==> src/sv/cqa_div_step.sv <==
// One restoring division step for one lane of the quotient pipeline.
// Shifts one numerator bit into the partial remainder and registers the
// result. Uses no package.
module cqa_div_step #(
	parameter int W  = 32,
	parameter int DW = 65
) (
	input  logic          clk,
	input  logic          en,
	input  logic [DW-1:0] d,
	input  logic [DW-1:0] rem_i,
	input  logic [W-1:0]  nlo_i,
	input  logic [W-1:0]  quo_i,
	output logic [DW-1:0] rem_o,
	output logic [W-1:0]  nlo_o,
	output logic [W-1:0]  quo_o
);

	logic [DW:0] trial;
	logic        ge;

	assign trial = {rem_i, nlo_i[W-1]};
	assign ge    = (trial >= {1'b0, d});

	always_ff @(posedge clk) begin
		if (en) begin
			rem_o <= ge ? DW'(trial - {1'b0, d}) : DW'(trial);
			nlo_o <= {nlo_i[W-2:0], 1'b0};
			quo_o <= {quo_i[W-2:0], ge};
		end
	end

endmodule

==> config.mk <==
export PLATFORM = sky130hd
export DESIGN_NAME = cqa_div_step
export DESIGN_NICKNAME = d
export VERILOG_FILES = /design/src/sv/cqa_div_step.sv
export SDC_FILE = /design/constraint.sdc
export NUM_CORES = 1
export LEC_CHECK = 0
export BUFFER_PORTS_ARGS = -buffer_cell sky130_fd_sc_hd__buf_2
export CAP_MARGIN = 20
export CORE_ASPECT_RATIO = 1.2
export CORE_UTILIZATION = 55
export CTS_CLUSTER_DIAMETER = 60
export CTS_CLUSTER_SIZE = 30
export DETAILED_ROUTE_END_ITERATION = 8
export GPL_TIMING_DRIVEN = 0
export PLACE_DENSITY = 0.87
export SLEW_MARGIN = 15
export SYNTH_ARGS = -nofsm -noshare
export SYNTH_HDL_FRONTEND = slang
export SYNTH_SLANG_ARGS = --single-unit
==> constraint.sdc <==
create_clock -name clk -period 5.5 [get_ports clk]
set_input_delay 0.275 -clock clk [delete_from_list [all_inputs] [get_ports clk]]
set_output_delay 0.275 -clock clk [all_outputs]
set_load 0.1 [all_outputs]
# After elaboration in Yosys (flattened, before gate mapping)
# Index checks and enable logic that the tools add are counted.
# word_totals
ram_bits,0
mem_bits_ro,0
ff_bits,128
elab_cells,6
out_inout_bits,129
mem_count,0
latch_bits,0
input_bits,196
# classes
reduce_logical,0
magnitude_cmp,1
div_mod_pow,0
n_addsub,1
multipliers,0
n_eq_ne,0
shift,0
mux,1
n_bitwise,0
# op_table
op,n
$ge 66x65->1,1
$mux 65,1
$sub 65x65->65,1

# Depth between registers and ports, before layout
# logic_depth
ltp_word,2
ltp_mapped,17
mapped_depth_nobuf,15

# Worst setup path after synthesis
# No wires, ideal clock.
# synth_path
path_kind,input to register
start,in nlo_i[31]
end,"reg rem_o[11], data pin"
cell_stages,17
setup_time_ns,0.260
path_buffers,2
path_slack_ns,2.027
required_ns,5.240
arrival_time_ns,3.213
cell_sequence,inv_1 > ha_1 > inv_1 > fa_1 > a211oi_2 > o21bai_2 > a22oi_2 > o211ai_2 > o311ai_2 > and2_4 > o31ai_4 > a211oi_2 > or2_1 > buf_6 > inv_12 > buf_12 > mux2_4
# synth_via
elab_chain_len,2
elab_cells_between_ends,3
cone_classes,1 x add/sub; 1 x order compare; 1 x mux
# synth_lines
item,line,source
start: declaration,12,"input logic [W-1:0] nlo_i,"
$sub 65x65->65 or $ge 66x65->1 (tied branches),"27, 23",
$mux 65 (*),27,"rem_o <= ge ? DW'(trial - {1'b0, d}) : DW'(trial);"
end signal: assignment,27,
end: declaration,14,"output logic [DW-1:0] rem_o,"
# Mark *: on every way between the ends. The rest lies on a longest branch, timed or not.
# A chain may end at the register's enable or synchronous reset.

# Worst setup path after layout
# layout_path
start,in nlo_i[31]
end,"reg rem_o[28], data pin"
# Same word-level chain as after synthesis.

==> results.md <==
* CTS-repair resized insts at 0
* Number of port buffers at 322
* Synth Area in Adders at 0.0903
* DIE AREA at 0.0173 mm^2
* DRC violations left at 0
* Final Cycle Share at 0.713
* Fmax at 255 MHz
* Total iterations of the first detailed-routing run at 5
* Row cnt at 51
* HP Class: in2reg
* Sequential Area at 0.00384 mm^2
* Footprint of the multi-input gates at 0.00478 mm^2
* Yosys cell types at 71
* Cell Count Post-Placement at 1447
* Delay of the slowest critical-path stage at 480 ps
* Hold Violations, Final at 0
* Peak supply drop at 201 uV
* Syn Inst Count at 912
* Minimum clock period at 3920 ps
* Max-cap violations at 0
* Most common cell after layout, fill and taps aside: buf_2
* Initial antenna violation count at 2
* Global-route wire length before repair at 41100 um
* Initial Util at 0.565
* Clk buf depth at 2
* Dpl ws at 1220 ps
* Ys Warns at 0
* Area added between synthesis and finish at 26.9%
* Height of the die at 144 um
* Compound-cell area share of the yosys netlist at 0.199
* Mux cell area share after synthesis at 0.0712
* TritonCTS clock tree: done
* Sink Count at 128
* Layout Nets at 1516
* Vias in the first global route at 8265
* Share of post-route cells with drive strength above 1 at 0.337
* Total CTS buffers at 17
* CP cell instances: buf_2, inv_1, ha_1, inv_1, fa_1, a211oi_2, o21bai_2, a22oi_2, o211ai_2, o311ai_2, and2_4, o31ai_4, a211oi_2, or2_1, buf_6, clkbuf_1, o21ai_0
* Die width at 120 um
* Core ar. at 0.0163 mm^2
* CP arrival at 4040 ps
* Syn Area/Cell at 10.1 um^2
* Iteration-0 DRC Markers at 561
* Unrepaired setup endpoints after global routing: false
* FF+latch count, synth at 128
* Synth Area in XOR/XNOR at 0.0531
* Avg Vias per Cell at 5.78
* Top Ports at 325
* Commonest non-fill, non-tap cells in the layout: buf_2 (325), edfxtp_1 (128), a21oi_1 (91), inv_1 (88), o21ai_0 (74)
* HP Start: nlo_i[22]
* WP data required at 5620 ps
* CTS Hold Bufs at 0
* Post-synthesis sequential area ratio at 0.416
* GR Util All Layers at 0.309
* Grt ovf at 0
* EDFF count, synth at 128
* Gpl congestion at 0.956
* WL final at 27000 um
* Fin cells at 1483
* Number of setup violations in the final report at 0
* Worst setup margin at 1580 ps
* Worst Setup End Kind: flop
* CP startpoint kind: input pin
* Slew headroom at 0.588
* Main synth FF type: edfxtp_1
* Avg WL per Cell at 18.2 um
* Mapped Nets at 1174
* Hold Path End: nlo_o[23]$_DFFE_PP_
* Largest net degree at the start of global routing at 89
* Hold Path Cell Cnt at 1
* H-Tree Depth at 4
* Worst Path Max Fanout at 10
* Status: completed
* Leakage at 5.40 nW
* Total Neg Setup Slack at 0 ps
* Final HPWL DP at 21200 um
* Synthesized area at 0.00923 mm^2
* Main combinational cell family by area after synthesis: compound AO/OA/AOI/OAI gates
* Final Max Slew Viols at 0
* Vias post-DR at 8572
* CP max stage cell: clkbuf_1
* Pwr per Cell Area at 360 mW/mm^2
* Filler cells at 1272
* Crit Path Class: in2reg
* Worst-path clk slew at 60 ps
* Postcts setup bufs at 0
* Core Util, Final at 0.717
* Worst-margin pin slew at 613 ps
* Final ANT Viol Nets at 0
* Ys async rst share at 0
* CTS root buf: clkbuf_16
* Synth Area in Simple Gates at 0.104
-- worst max-delay path, delay by kind of cell --
| kind | cells | cell delay (ps) |
|---|---|---|
| AO/OA/AOI/OAI | 8 | 1920 |
| buffers and inverters | 5 | 840 |
| adder cells (fa/ha/maj) | 2 | 600 |
| AND/OR/NAND/NOR | 2 | 390 |
-- metrics by stage --
stage	total power [mW]	hold slack (ps)	cell area, um^2
global placement	3.11	451	11100
CTS	4.22	9.60	11700
detailed placement	3.13	453	11100
floorplan	2.77	374	9230
global route	4.36	10.5	11700
finish	4.22	22.9	11700
-- where the power goes --
group	switching (mW)	total, mW	leakage, nW	internal [mW]
combinational	1.39	1.87	3.88	0.475
sequential	0.0326	1.26	1.25	1.23
clock	0.460	1.09	0.267	0.628
total	1.88	4.22	5.40	2.33
-- cells by family (layout without fill, tap and decap cells) --
group	Yosys count	in the layout
fa+ha+maj	66	66
flops	128	128
buf+inv	132	487
compound gates	290	290
mux	46	46
xor+xnor	56	56
other cells	1	5
simple gates	193	193
-- layout make-up --
cell class              instances  area share
multi-input cells             652       0.408
repair buffers                323       0.140
well taps                     212      0.0226
inverters                      89      0.0296
diodes                          4    0.000855
clock inverters                14      0.0114
plain buffers                  43      0.0220
clock buffers                  18      0.0366
flip-flops and latches        128       0.328
-- worst max path at each step --
stage	from	end	slack [ps]
after floorplan	nlo_i[31]	rem_o[11]$_DFFE_PP_	2030
after global placement	nlo_i[31]	rem_o[28]$_DFFE_PP_	1290
after detailed placement	nlo_i[31]	rem_o[28]$_DFFE_PP_	1220
after CTS	nlo_i[31]	rem_o[28]$_DFFE_PP_	1690
after global routing	nlo_i[31]	rem_o[28]$_DFFE_PP_	1500
final	nlo_i[31]	rem_o[28]$_DFFE_PP_	1580
-- layer usage --
metal / vias up / share of wire / global-route usage
met2: 450 / 0.51 / 0.547
li1: 4057 / - / -
met4: 0 / 0.029 / 0.155
met3: 70 / 0.081 / 0.0603
met1: 3995 / 0.38 / 0.355
met5: - / 0 / 0
-- cell usage after synthesis, types with 7 or more instances --
library cell	number	area, um^2
nand3_1	12	60.1
inv_1	88	330
a21boi_0	7	52.6
edfxtp_1	128	3840
nor2b_1	7	43.8
and3_1	9	56.3
o21ai_0	74	370
o21a_1	12	90.1
clkbuf_1	31	116
nor2_1	42	158
xor2_1	17	149
mux2_4	38	571
xnor2_1	39	342
a21oi_1	91	455
nand4_1	23	144
o21bai_1	16	120
nor3_1	20	100
a211oi_1	8	60.1
o31ai_1	12	90.1
nand2_1	53	199
a21o_1	27	203
ha_1	65	813
-- flip-flops by register name, indices dropped and copies added (netlist names) --
name / flops
nlo_o: 31
quo_o: 32
rem_o: 65
Note: power is estimated with default switching activity, not from simulation.
